### src/design/szn_pkg.sv
`default_nettype none

package szn_pkg;

   localparam int MAX_SITES = 256;
   localparam int SITE_W    = $clog2(MAX_SITES);
   localparam int CNT_W     = $clog2(MAX_SITES + 1);
   localparam int PROB_W    = 16;
   localparam int CSR_W     = 16;

   localparam logic [CNT_W-1:0] LATTICE_MIN = CNT_W'(3);
   localparam logic [CNT_W-1:0] LATTICE_MAX = CNT_W'(MAX_SITES);

   // item kinds carried in req_tuser
   localparam logic [1:0] FN_CLEAR  = 2'd0;
   localparam logic [1:0] FN_SEED   = 2'd1;
   localparam logic [1:0] FN_UPDATE = 2'd2;

   // configuration register indexes
   localparam logic CSR_LATTICE_SIZE    = 1'b0;
   localparam logic CSR_LONG_RANGE_PROB = 1'b1;

   typedef enum logic [1:0] {
      ST_IDLE,
      ST_RD_PAIR,
      ST_RD_TGT,
      ST_EXEC
   } state_type;

   typedef struct packed {
      logic load;     // capture the accepted item
      logic rd_pair;  // read site and its right neighbour
      logic rd_tgt;   // read the copy target, keep the pair
      logic exec;     // write the ring, count and result
   } cmd_type;

   typedef struct packed {
      logic out_free; // result register can take a new result
   } stat_type;

   // idx + d modulo size, for idx < size and d <= 2
   function automatic logic [CNT_W-1:0] wrap_add(input logic [SITE_W-1:0] idx,
                                                 input logic [1:0]        d,
                                                 input logic [CNT_W-1:0]  size);
      logic [CNT_W-1:0] sum;
      begin
         sum = CNT_W'(idx) + CNT_W'(d);
         wrap_add = (sum >= size) ? sum - size : sum;
      end
   endfunction

endpackage

`default_nettype wire

### src/design/szn_ctrl.sv
`default_nettype none

module szn_ctrl (
   input  wire logic              clock,
   input  wire logic              reset,
   input  wire logic              req_tvalid,
   output logic                   req_tready,
   input  wire szn_pkg::stat_type stat,
   output szn_pkg::cmd_type       cmd
);

   szn_pkg::state_type state_ff;
   szn_pkg::state_type state_in;

   always_ff @(posedge clock) begin
      if (reset) begin
         state_ff <= szn_pkg::ST_IDLE;
      end else begin
         state_ff <= state_in;
      end
   end

   always_comb begin
      state_in    = state_ff;
      req_tready  = 1'b0;
      cmd         = '0;
      unique case (state_ff)
         szn_pkg::ST_IDLE: begin
            // take no transfer while reset is high
            req_tready = !reset;
            if (req_tvalid && !reset) begin
               cmd.load = 1'b1;
               state_in = szn_pkg::ST_RD_PAIR;
            end
         end
         szn_pkg::ST_RD_PAIR: begin
            cmd.rd_pair = 1'b1;
            state_in    = szn_pkg::ST_RD_TGT;
         end
         szn_pkg::ST_RD_TGT: begin
            cmd.rd_tgt = 1'b1;
            state_in   = szn_pkg::ST_EXEC;
         end
         szn_pkg::ST_EXEC: begin
            // hold until the result register is free
            if (stat.out_free) begin
               cmd.exec = 1'b1;
               state_in = szn_pkg::ST_IDLE;
            end
         end
         default: begin
            state_in = szn_pkg::ST_IDLE;
         end
      endcase
   end

   a_cmd_onehot: assert property (@(posedge clock) disable iff (reset)
      $onehot0({cmd.load, cmd.rd_pair, cmd.rd_tgt, cmd.exec}))
      else $error("more than one datapath command at once");

   a_read_order: assert property (@(posedge clock) disable iff (reset)
      cmd.rd_pair |=> cmd.rd_tgt)
      else $error("target read did not follow pair read");

endmodule

`default_nettype wire

### src/design/szn_dpath.sv
`default_nettype none

module szn_dpath (
   input  wire logic                        clock,
   input  wire logic                        reset,
   input  wire szn_pkg::cmd_type            cmd,
   output szn_pkg::stat_type                stat,
   input  wire logic [1:0]                  req_func,
   input  wire logic [szn_pkg::SITE_W-1:0]  req_site,
   input  wire logic [szn_pkg::SITE_W-1:0]  req_far_site,
   input  wire logic [szn_pkg::PROB_W-1:0]  req_prob_draw,
   input  wire logic                        req_coin,
   input  wire logic                        csr_write,
   input  wire logic                        csr_index,
   input  wire logic [szn_pkg::CSR_W-1:0]   csr_data,
   output logic                             rsp_valid,
   input  wire logic                        rsp_ready,
   output logic                             rsp_accepted,
   output logic                             rsp_changed,
   output logic [szn_pkg::CNT_W-1:0]        rsp_up_count,
   output logic                             rsp_consensus,
   output logic                             rsp_bad_index
);

   // captured item
   logic [1:0]                 func_ff;
   logic [szn_pkg::SITE_W-1:0] site_ff;
   logic [szn_pkg::SITE_W-1:0] far_ff;
   logic [szn_pkg::PROB_W-1:0] draw_ff;
   logic                       coin_ff;

   // configuration
   logic [szn_pkg::CNT_W-1:0]  size_ff;
   logic [szn_pkg::CNT_W-1:0]  size_in;
   logic [szn_pkg::PROB_W-1:0] prob_ff;

   // ring store: memory plus one valid bit per site, cleared at once
   logic                         opin_mem [szn_pkg::MAX_SITES];
   logic [szn_pkg::MAX_SITES-1:0] valid_ff;
   logic                         rd_a_ff;
   logic                         rd_b_ff;
   logic                         pair_eq_ff;
   logic                         pair_val_ff;
   logic [szn_pkg::CNT_W-1:0]    up_total_ff;
   logic [szn_pkg::CNT_W-1:0]    up_total_in;

   // result register
   logic                      rsp_valid_ff;
   logic                      rsp_acc_ff;
   logic                      rsp_chg_ff;
   logic [szn_pkg::CNT_W-1:0] rsp_cnt_ff;
   logic                      rsp_cons_ff;
   logic                      rsp_bad_ff;

   logic [szn_pkg::SITE_W-1:0] right_idx;
   logic [szn_pkg::SITE_W-1:0] fwd2_idx;
   logic [szn_pkg::SITE_W-1:0] left_idx;
   logic [szn_pkg::SITE_W-1:0] tgt_idx;
   logic [szn_pkg::SITE_W-1:0] addr_a;
   logic [szn_pkg::CNT_W-1:0]  left_wide;
   logic                       draw_lt;
   logic                       draw_eq;
   logic                       bad_site;
   logic                       bad_far;
   logic                       bad;
   logic                       acc;
   logic                       chg;
   logic                       wr_en;
   logic [szn_pkg::SITE_W-1:0] wr_addr;
   logic                       wr_val;
   logic                       clear_ring;
   logic [szn_pkg::CNT_W-1:0]  csr_size;

   // capture the item
   always_ff @(posedge clock) begin
      if (cmd.load) begin
         func_ff <= req_func;
         site_ff <= req_site;
         far_ff  <= req_far_site;
         draw_ff <= req_prob_draw;
         coin_ff <= req_coin;
      end
   end

   // clamp the size to the legal range
   always_comb begin
      csr_size = csr_data[szn_pkg::CNT_W-1:0];
      priority if (csr_size < szn_pkg::LATTICE_MIN) begin
         size_in = szn_pkg::LATTICE_MIN;
      end else if (csr_size > szn_pkg::LATTICE_MAX) begin
         size_in = szn_pkg::LATTICE_MAX;
      end else begin
         size_in = csr_size;
      end
   end

   always_ff @(posedge clock) begin
      if (reset) begin
         size_ff <= szn_pkg::LATTICE_MAX;
         prob_ff <= '0;
      end else if (csr_write) begin
         if (csr_index == szn_pkg::CSR_LATTICE_SIZE) begin
            size_ff <= size_in;
         end else begin
            prob_ff <= csr_data[szn_pkg::PROB_W-1:0];
         end
      end
   end

   // neighbour and target addresses
   always_comb begin
      right_idx = szn_pkg::SITE_W'(szn_pkg::wrap_add(site_ff, 2'd1, size_ff));
      fwd2_idx  = szn_pkg::SITE_W'(szn_pkg::wrap_add(site_ff, 2'd2, size_ff));
      left_wide = (site_ff == '0) ? size_ff - szn_pkg::CNT_W'(1)
                                  : szn_pkg::CNT_W'(site_ff) - szn_pkg::CNT_W'(1);
      left_idx  = left_wide[szn_pkg::SITE_W-1:0];
      draw_lt   = draw_ff < prob_ff;
      draw_eq   = draw_ff == prob_ff;
      if (draw_lt) begin
         tgt_idx = far_ff;
      end else if (coin_ff) begin
         tgt_idx = fwd2_idx;
      end else begin
         tgt_idx = left_idx;
      end
      addr_a = cmd.rd_pair ? site_ff : tgt_idx;
   end

   // registered reads; an entry never written since the last clear reads down
   always_ff @(posedge clock) begin
      if (cmd.rd_pair || cmd.rd_tgt) begin
         rd_a_ff <= opin_mem[addr_a] & valid_ff[addr_a];
      end
      if (cmd.rd_pair) begin
         rd_b_ff <= opin_mem[right_idx] & valid_ff[right_idx];
      end
      if (wr_en) begin
         opin_mem[wr_addr] <= wr_val;
      end
   end

   // keep the pair while the target is read
   always_ff @(posedge clock) begin
      if (cmd.rd_tgt) begin
         pair_eq_ff  <= rd_a_ff == rd_b_ff;
         pair_val_ff <= rd_a_ff;
      end
   end

   // item execution
   always_comb begin
      bad_site    = szn_pkg::CNT_W'(site_ff) >= size_ff;
      bad_far     = szn_pkg::CNT_W'(far_ff) >= size_ff;
      bad         = 1'b0;
      acc         = 1'b0;
      chg         = 1'b0;
      wr_en       = 1'b0;
      wr_addr     = tgt_idx;
      wr_val      = pair_val_ff;
      clear_ring  = 1'b0;
      up_total_in = up_total_ff;
      unique case (func_ff)
         szn_pkg::FN_CLEAR: begin
            clear_ring = 1'b1;
         end
         szn_pkg::FN_SEED: begin
            wr_addr = site_ff;
            wr_val  = 1'b1;
            if (bad_site) begin
               bad = 1'b1;
            end else if (!pair_val_ff) begin
               acc = 1'b1;
               chg = 1'b1;
            end
         end
         szn_pkg::FN_UPDATE: begin
            if (bad_site || bad_far) begin
               bad = 1'b1;
            end else if (pair_eq_ff) begin
               acc = 1'b1;
               chg = !draw_eq && (rd_a_ff != pair_val_ff);
            end
         end
         default: begin
         end
      endcase
      if (!cmd.exec) begin
         clear_ring = 1'b0;
         chg        = 1'b0;
      end
      wr_en = chg;
      if (clear_ring) begin
         up_total_in = '0;
      end else if (chg) begin
         up_total_in = wr_val ? up_total_ff + szn_pkg::CNT_W'(1)
                              : up_total_ff - szn_pkg::CNT_W'(1);
      end
   end

   always_ff @(posedge clock) begin
      if (reset) begin
         valid_ff    <= '0;
         up_total_ff <= '0;
      end else if (csr_write && csr_index == szn_pkg::CSR_LATTICE_SIZE) begin
         valid_ff    <= '0;
         up_total_ff <= '0;
      end else begin
         if (clear_ring) begin
            valid_ff <= '0;
         end else if (wr_en) begin
            valid_ff[wr_addr] <= 1'b1;
         end
         up_total_ff <= up_total_in;
      end
   end

   // result register
   always_ff @(posedge clock) begin
      if (reset) begin
         rsp_valid_ff <= 1'b0;
      end else if (cmd.exec) begin
         rsp_valid_ff <= 1'b1;
      end else if (rsp_ready) begin
         rsp_valid_ff <= 1'b0;
      end
   end

   always_ff @(posedge clock) begin
      if (cmd.exec) begin
         rsp_acc_ff  <= acc;
         rsp_chg_ff  <= wr_en;
         rsp_cnt_ff  <= up_total_in;
         rsp_cons_ff <= (up_total_in == '0) || (up_total_in == size_ff);
         rsp_bad_ff  <= bad;
      end
   end

   assign stat.out_free  = !rsp_valid_ff || rsp_ready;
   assign rsp_valid      = rsp_valid_ff;
   assign rsp_accepted   = rsp_acc_ff;
   assign rsp_changed    = rsp_chg_ff;
   assign rsp_up_count   = rsp_cnt_ff;
   assign rsp_consensus  = rsp_cons_ff;
   assign rsp_bad_index  = rsp_bad_ff;

   a_count_in_range: assert property (@(posedge clock) disable iff (reset)
      up_total_ff <= size_ff)
      else $error("up count exceeds ring size");

   a_count_steady: assert property (@(posedge clock) disable iff (reset)
      !cmd.exec && !csr_write |=> $stable(up_total_ff))
      else $error("up count moved without an item or register write");

   a_flags_consistent: assert property (@(posedge clock) disable iff (reset)
      rsp_valid_ff |-> (!rsp_chg_ff || rsp_acc_ff) && !(rsp_bad_ff && rsp_acc_ff))
      else $error("result flags contradict each other");

   a_clear_empties: assert property (@(posedge clock) disable iff (reset)
      cmd.exec && func_ff == szn_pkg::FN_CLEAR |=> up_total_ff == '0)
      else $error("clear left up sites");

endmodule

`default_nettype wire

### src/design/sznajd_ring_update_step_top.sv
`default_nettype none

// Sznajd opinion ring: one-bit opinions on a ring of up to 256 sites.
//
// req_ channel: one item per transfer; req_tuser selects clear, seed or
// update, req_tdata carries the site, long-range site, draw and coin.
// rsp_ channel: exactly one result per item, in item order, with the
// accepted and changed flags, running up count, consensus and bad index.
// csr_ channel: register writes (0 lattice size, 1 long-range probability),
// taken in every cycle outside reset; issue them only while no item is in
// flight. A size write clamps to 3..256 and clears the ring.
//
// Timing: an item is taken in the idle state, then the pair is read, then
// the copy target is read from the same single-write ring memory, then the
// ring, count and result register are written. The result shows on rsp_
// from the result register, and the next item is taken back in the idle
// state: the block takes no new item until the last one is written.
// When the receiver stalls, the finished result holds in the output
// register; a following item proceeds up to its write step and waits there.
// Reset: ring all down, count zero, size 256, probability zero, no result.

module sznajd_ring_update_step_top (
   input  wire logic        clock,
   input  wire logic        reset,
   // req_tdata: site [7:0], far_site [15:8], prob_draw [31:16], coin [32],
   //            zero [39:33]
   input  wire logic        req_tvalid,
   output logic             req_tready,
   input  wire logic [39:0] req_tdata,
   // req_tuser: func [1:0]
   input  wire logic [1:0]  req_tuser,
   // rsp_tdata: accepted [0], changed [1], up_count [10:2], consensus [11],
   //            bad_index [12], zero [15:13]
   output logic             rsp_tvalid,
   input  wire logic        rsp_tready,
   output logic [15:0]      rsp_tdata,
   input  wire logic        csr_valid,
   output logic             csr_ready,
   input  wire logic        csr_index,
   input  wire logic [15:0] csr_data
);

   szn_pkg::cmd_type  cmd;
   szn_pkg::stat_type stat;

   logic                      rsp_accepted;
   logic                      rsp_changed;
   logic [szn_pkg::CNT_W-1:0] rsp_up_count;
   logic                      rsp_consensus;
   logic                      rsp_bad_index;

   // configuration writes never stall outside reset
   assign csr_ready = !reset;

   szn_ctrl u_ctrl (
      .clock      (clock),
      .reset      (reset),
      .req_tvalid (req_tvalid),
      .req_tready (req_tready),
      .stat       (stat),
      .cmd        (cmd)
   );

   szn_dpath u_dpath (
      .clock         (clock),
      .reset         (reset),
      .cmd           (cmd),
      .stat          (stat),
      .req_func      (req_tuser),
      .req_site      (req_tdata[7:0]),
      .req_far_site  (req_tdata[15:8]),
      .req_prob_draw (req_tdata[31:16]),
      .req_coin      (req_tdata[32]),
      .csr_write     (csr_valid && csr_ready),
      .csr_index     (csr_index),
      .csr_data      (csr_data),
      .rsp_valid     (rsp_tvalid),
      .rsp_ready     (rsp_tready),
      .rsp_accepted  (rsp_accepted),
      .rsp_changed   (rsp_changed),
      .rsp_up_count  (rsp_up_count),
      .rsp_consensus (rsp_consensus),
      .rsp_bad_index (rsp_bad_index)
   );

   // pack the result, first field lowest
   assign rsp_tdata = {3'b000, rsp_bad_index, rsp_consensus, rsp_up_count,
                       rsp_changed, rsp_accepted};

endmodule

`default_nettype wire

### config.mk
export PLATFORM = sky130hd
export DESIGN_NAME = sznajd_ring_update_step_top
export DESIGN_NICKNAME = d
export VERILOG_FILES = /design/src/design/szn_pkg.sv /design/src/design/szn_ctrl.sv /design/src/design/szn_dpath.sv /design/src/design/sznajd_ring_update_step_top.sv
export SDC_FILE = /design/constraint.sdc
export NUM_CORES = 1
export LEC_CHECK = 0
export BUFFER_PORTS_ARGS = -buffer_cell sky130_fd_sc_hd__buf_2
export CORE_MARGIN = 2
export CORE_UTILIZATION = 50
export DETAILED_ROUTE_END_ITERATION = 16
export PLACE_DENSITY = 0.75
export SYNTH_ARGS = -nofsm -noshare
export SYNTH_HDL_FRONTEND = slang
export SYNTH_HIERARCHICAL = 1
export SYNTH_SLANG_ARGS = --single-unit
export TNS_END_PERCENT = 10
### constraint.sdc
create_clock -name clock -period 5.63 [get_ports clock]
set_input_delay 1.126 -clock clock [delete_from_list [all_inputs] [get_ports clock]]
set_output_delay 1.126 -clock clock [all_outputs]
set_load 0.1 [all_outputs]
==> flow_summary_export.csv <==
group,metric,value,unit
route,num_vias,24253,
synth,synthMuxAreaShare,0.0299,
setup_path,endpoint_kind,"flip-flop",
setup_path,crit_chain,"ha_1 -> nand4_1 -> nor4_1 -> buf_4 -> a21boi_1 -> nor3_1 -> buf_4 -> a311oi_2 -> buf_4 -> o21a_2 -> buf_4 -> mux4_2 -> nor2_1 -> o41ai_1 -> nand3_1 -> a211oi_1 -> buf_4 -> nor4_2 -> buf_4",
synth,ys_seq_area_frac,0.533,
synth,ys_ff_latch,601,
power_and_ir_drop,intPower,8890,µW
die,die_w,242,µm
synth,synthSimpleGateAreaFrac,0.159,
setup_path,crit_path_max_fanout,8,
cts,cts_buffer_depth,3,
setup_path,worst_path_largest_cell_delay,670,ps
cells_and_area,layout-drive-gt1-share,0.158,
synth,synth_xor_area_frac,0.00927,
power_and_ir_drop,peakVddDrop,0.274,mV
timing,rsz0062_at_grt,"no",
timing,fin_worst_skew,27.4,ps
route,antenna_left,0,
synth,syn_inst,2808,
timing,slew_headroom,0.348,
global_route,grt-ovfl-total,0,
timing,post-route-period-util,0.972,
synth,synth_top_family_by_area,"compound AO/OA/AOI/OAI gates",
cells_and_area,nFillCells,4659,
power_and_ir_drop,swShare,0.354,
job,drv_cap,0,
synth,synthAdderAreaFrac,0.0321,
timing,drv_slew,0,
timing,setup_viol,0,
place,dp.final_hpwl,59000,µm
global_route,grt_max_degree,140,
synth,syn_area,28300,µm²
cts,insertion_delay,630,ps
power_and_ir_drop,power.leakage,0.0115,µW
route,drt_wl_total,88600,µm
die,initial_core_util,0.504,
timing,finalHoldViolCount,0,
route,drtIter0Drc,3015,
setup_path,required,6000,ps
die,die_h,242,µm
cells_and_area,syn_to_final_growth,17.6,%
place,port_buffers,72,
setup_path,start_kind,"flip-flop",
route,viasPerCell,6.34,
timing,worst_slew_pin_slew,967,ps
place,place_ws,-107,ps
setup_path,cpMaxStageDelayCell,"o41ai_1",
power_and_ir_drop,combPwrFrac,0.335,
power_and_ir_drop,powerDensity,413,nW/µm²
setup_path,rrSetupSlack,160,ps
cts,cts_tree,"done",
cts,h-tree-depth,3,
die,rows,87,
power_and_ir_drop,p_sw,4870,µW
route,wl_per_cell,23.2,µm
setup_path,crit_type,"reg -> reg",
timing,fin_tns_setup,0,ps
synth,synth_edf_count,308,
place,dp.cells,3703,
cells_and_area,post-route-util,0.593,
cts,root_buffer,"clkbuf_16",
synth,ys_types,84,
global_route,grt_util_all_layers,0.296,
synth,syn_avg_cell_area,10.1,µm²
cts,cts.clk_slew.worst_paths,60,ps
cells_and_area,design_area,33300,µm²
route,dr.pass1.iters,6,
cts,cts.sinks,601,
run_status,status,"complete, no violations",
die,coreArea,56200,µm²
power_and_ir_drop,seq_power_share,0.355,
cells_and_area,finalNetCount,3153,
hold_path,hold_path.class,"reg -> reg",
die,io_pins,83,
setup_path,path_common_cell,"buf_4",
synth,yosys_most_used_dff,"edfxtp_1",
timing,min_period,5470,ps
global_route,grt_pass1_wl,135000,µm
setup_path,arrival,5840,ps
synth,yosys_warnings,6,
cells_and_area,final_cells,3825,
power_and_ir_drop,clkPwrFrac,0.311,
route,drcViolationCount,0,
timing,timing.fmax,183,MHz
global_route,antenna_found_initial,3,
place,place_congestion,0.943,
timing,fin_ws,156,ps
synth,synth-compound-area-share,0.202,
die,die-area,58600,µm²
cts,cts_buffers,66,
synth,async_reset_ff_frac,0,
place,placement.cell_area,31100,µm²
cells_and_area,n_antenna_cell,0,
global_route,grt_pass1_vias,23881,
worst max-delay path: cells and delay by family (launching register included):
| family | cells | cell delay (ps) |
|---|---|---|
| compound gates | 5 | 2030 |
| fa+ha+maj | 1 | 320 |
| buf+inv | 6 | 1200 |
| flops | 1 | 390 |
| mux | 1 | 170 |
| simple gates | 6 | 1120 |
per-stage QoR:
step | hold slack, ps | power [µW]
final | 457 | 13800
after detailed placement | 447 | 9360
after floorplan | 432 | 7410
after global placement | 440 | 9300
after global routing | 472 | 14100
after CTS | 455 | 13600
cell usage after synthesis (11+ instances only):
library cell  number  area share
mux4_2            15       0.012
o21a_1           272       0.072
buf_1             12      0.0016
buf_2             36      0.0064
o22ai_1           14      0.0031
o211ai_1          60       0.016
and3_1            19      0.0042
a21o_1            16      0.0042
nor4_1            16      0.0035
nor2_1           375       0.050
mux2i_1           38       0.013
o21ai_0           81       0.014
dfxtp_1          293        0.21
nand3_1          121       0.021
a31oi_1           61       0.013
or3_1             18      0.0040
edfxtp_1         308        0.33
clkbuf_1         118       0.016
o311a_1           11      0.0039
a21oi_1           84       0.015
nand4_1           18      0.0040
xnor2_1           22      0.0068
nor2b_1           19      0.0042
nor3_1            57       0.010
a211oi_1          16      0.0042
nand2_1          297       0.039
and2_1            18      0.0040
a311oi_1          67       0.021
inv_1             56      0.0074
ha_1              68       0.030
o31ai_1           12      0.0032
routing by layer:
layer	global-route usage	wire length, µm	share of wire	up-vias
met3	0.0589	8780	0.099	336
met1	0.380	34400	0.39	11693
met4	0.162	5000	0.056	4
met5	0	26	0.00029	-
met2	0.471	40400	0.46	1384
li1	-	-	-	10836
power groups by stage:
| stage | Combinational (µW) | Sequential [µW] | Clock, µW |
|---|---|---|---|
| CTS | 4420 | 4880 | 4310 |
| finish | 4600 | 4880 | 4270 |
| detailed placement | 4390 | 4970 | 0 |
| global route | 4780 | 4880 | 4480 |
| floorplan | 2380 | 5030 | 0 |
| global placement | 4340 | 4970 | 0 |
layout by cell type, fill, tap and decap left out, types with 9 or more instances in the layout:
cell type  Yosys  final
o31ai_1       12     12
nor2_1       375    373
and3_1        19     19
or3_1         18     18
o21a_1       272    271
a211oi_1      16     16
nor3_1        57     57
a221oi_1      10     10
nor4_1        16     14
xnor2_1       22     22
clkbuf_1     118     14
a21o_1        16     16
o22ai_1       14     14
nand2_1      297    296
a21oi_1       84     82
clkinv_2       0     12
nand3_1      121    121
and2_1        18     17
buf_2         36     72
dfxtp_1      293    293
o21ai_0       81     79
o211ai_1      60     60
o221ai_1       9      9
ha_1          68     68
a31oi_1       61     61
edfxtp_1     308    308
clkbuf_16      0     67
buf_4          9    215
inv_1         56     55
buf_12         0     29
mux2_2        10     10
o311a_1       11     11
mux2i_1       38     38
a311oi_1      67     67
nor2b_1       19     19
mux4_2        15     15
nand4_1       18     18
nor2_2        10     10
flip-flops by register name (all words and copies together) (netlist names), 2 cells and up:
| register | cells |
|---|---|
| u_dpath/opin_mem | 256 |
| u_dpath/valid_ff | 256 |
| u_dpath/draw_ff | 16 |
| u_dpath/prob_ff | 16 |
| u_dpath/rsp_up_count | 9 |
| u_dpath/size_ff | 9 |
| u_dpath/up_total_ff | 9 |
| u_dpath/far_ff | 8 |
| u_dpath/site_ff | 8 |
| u_ctrl/state_ff | 2 |
| u_dpath/func_ff | 2 |
cell families (layout without fill, tap and decap cells):
| group | after synthesis | count (layout) |
|---|---|---|
| compound gates | 796 | 796 |
| simple gates | 1011 | 1011 |
| other cells | 1 | 3 |
| mux | 64 | 64 |
| xor+xnor | 30 | 30 |
| buf+inv | 234 | 493 |
| fa+ha+maj | 71 | 71 |
| flops | 601 | 601 |
path summary, 6_finish.rpt:
path / to / cells past startpoint / from
max: u_dpath/rd_a_ff / 19 / u_dpath/draw_ff[13]
min: u_dpath/prob_ff[5] / 2 / u_dpath/prob_ff[5]
max reg2reg: u_dpath/rd_a_ff / 19 / u_dpath/draw_ff[13]
min reg2reg: u_dpath/prob_ff[5] / 2 / u_dpath/prob_ff[5]
timing repair:
action	CTS	global route
endpoints found under the setup margin	1	1
endpoints found under the hold margin	0	0
pin swaps	0	2
gates resized for setup	1	1
buffers inserted	0	3
hold buffers	0	0
final cells by class:
| cell class | count | area [µm²] | share of cell area |
|---|---|---|---|
| repair buffers | 316 | 2550 | 0.0767 |
| flip-flops and latches | 601 | 15100 | 0.454 |
| inverters | 58 | 223 | 0.00668 |
| clock inverters | 31 | 330 | 0.00991 |
| well taps | 756 | 946 | 0.0284 |
| clock buffers | 88 | 1830 | 0.0548 |
| multi-input cells | 1975 | 12300 | 0.370 |
Note: power is estimated with default switching activity, not from simulation.
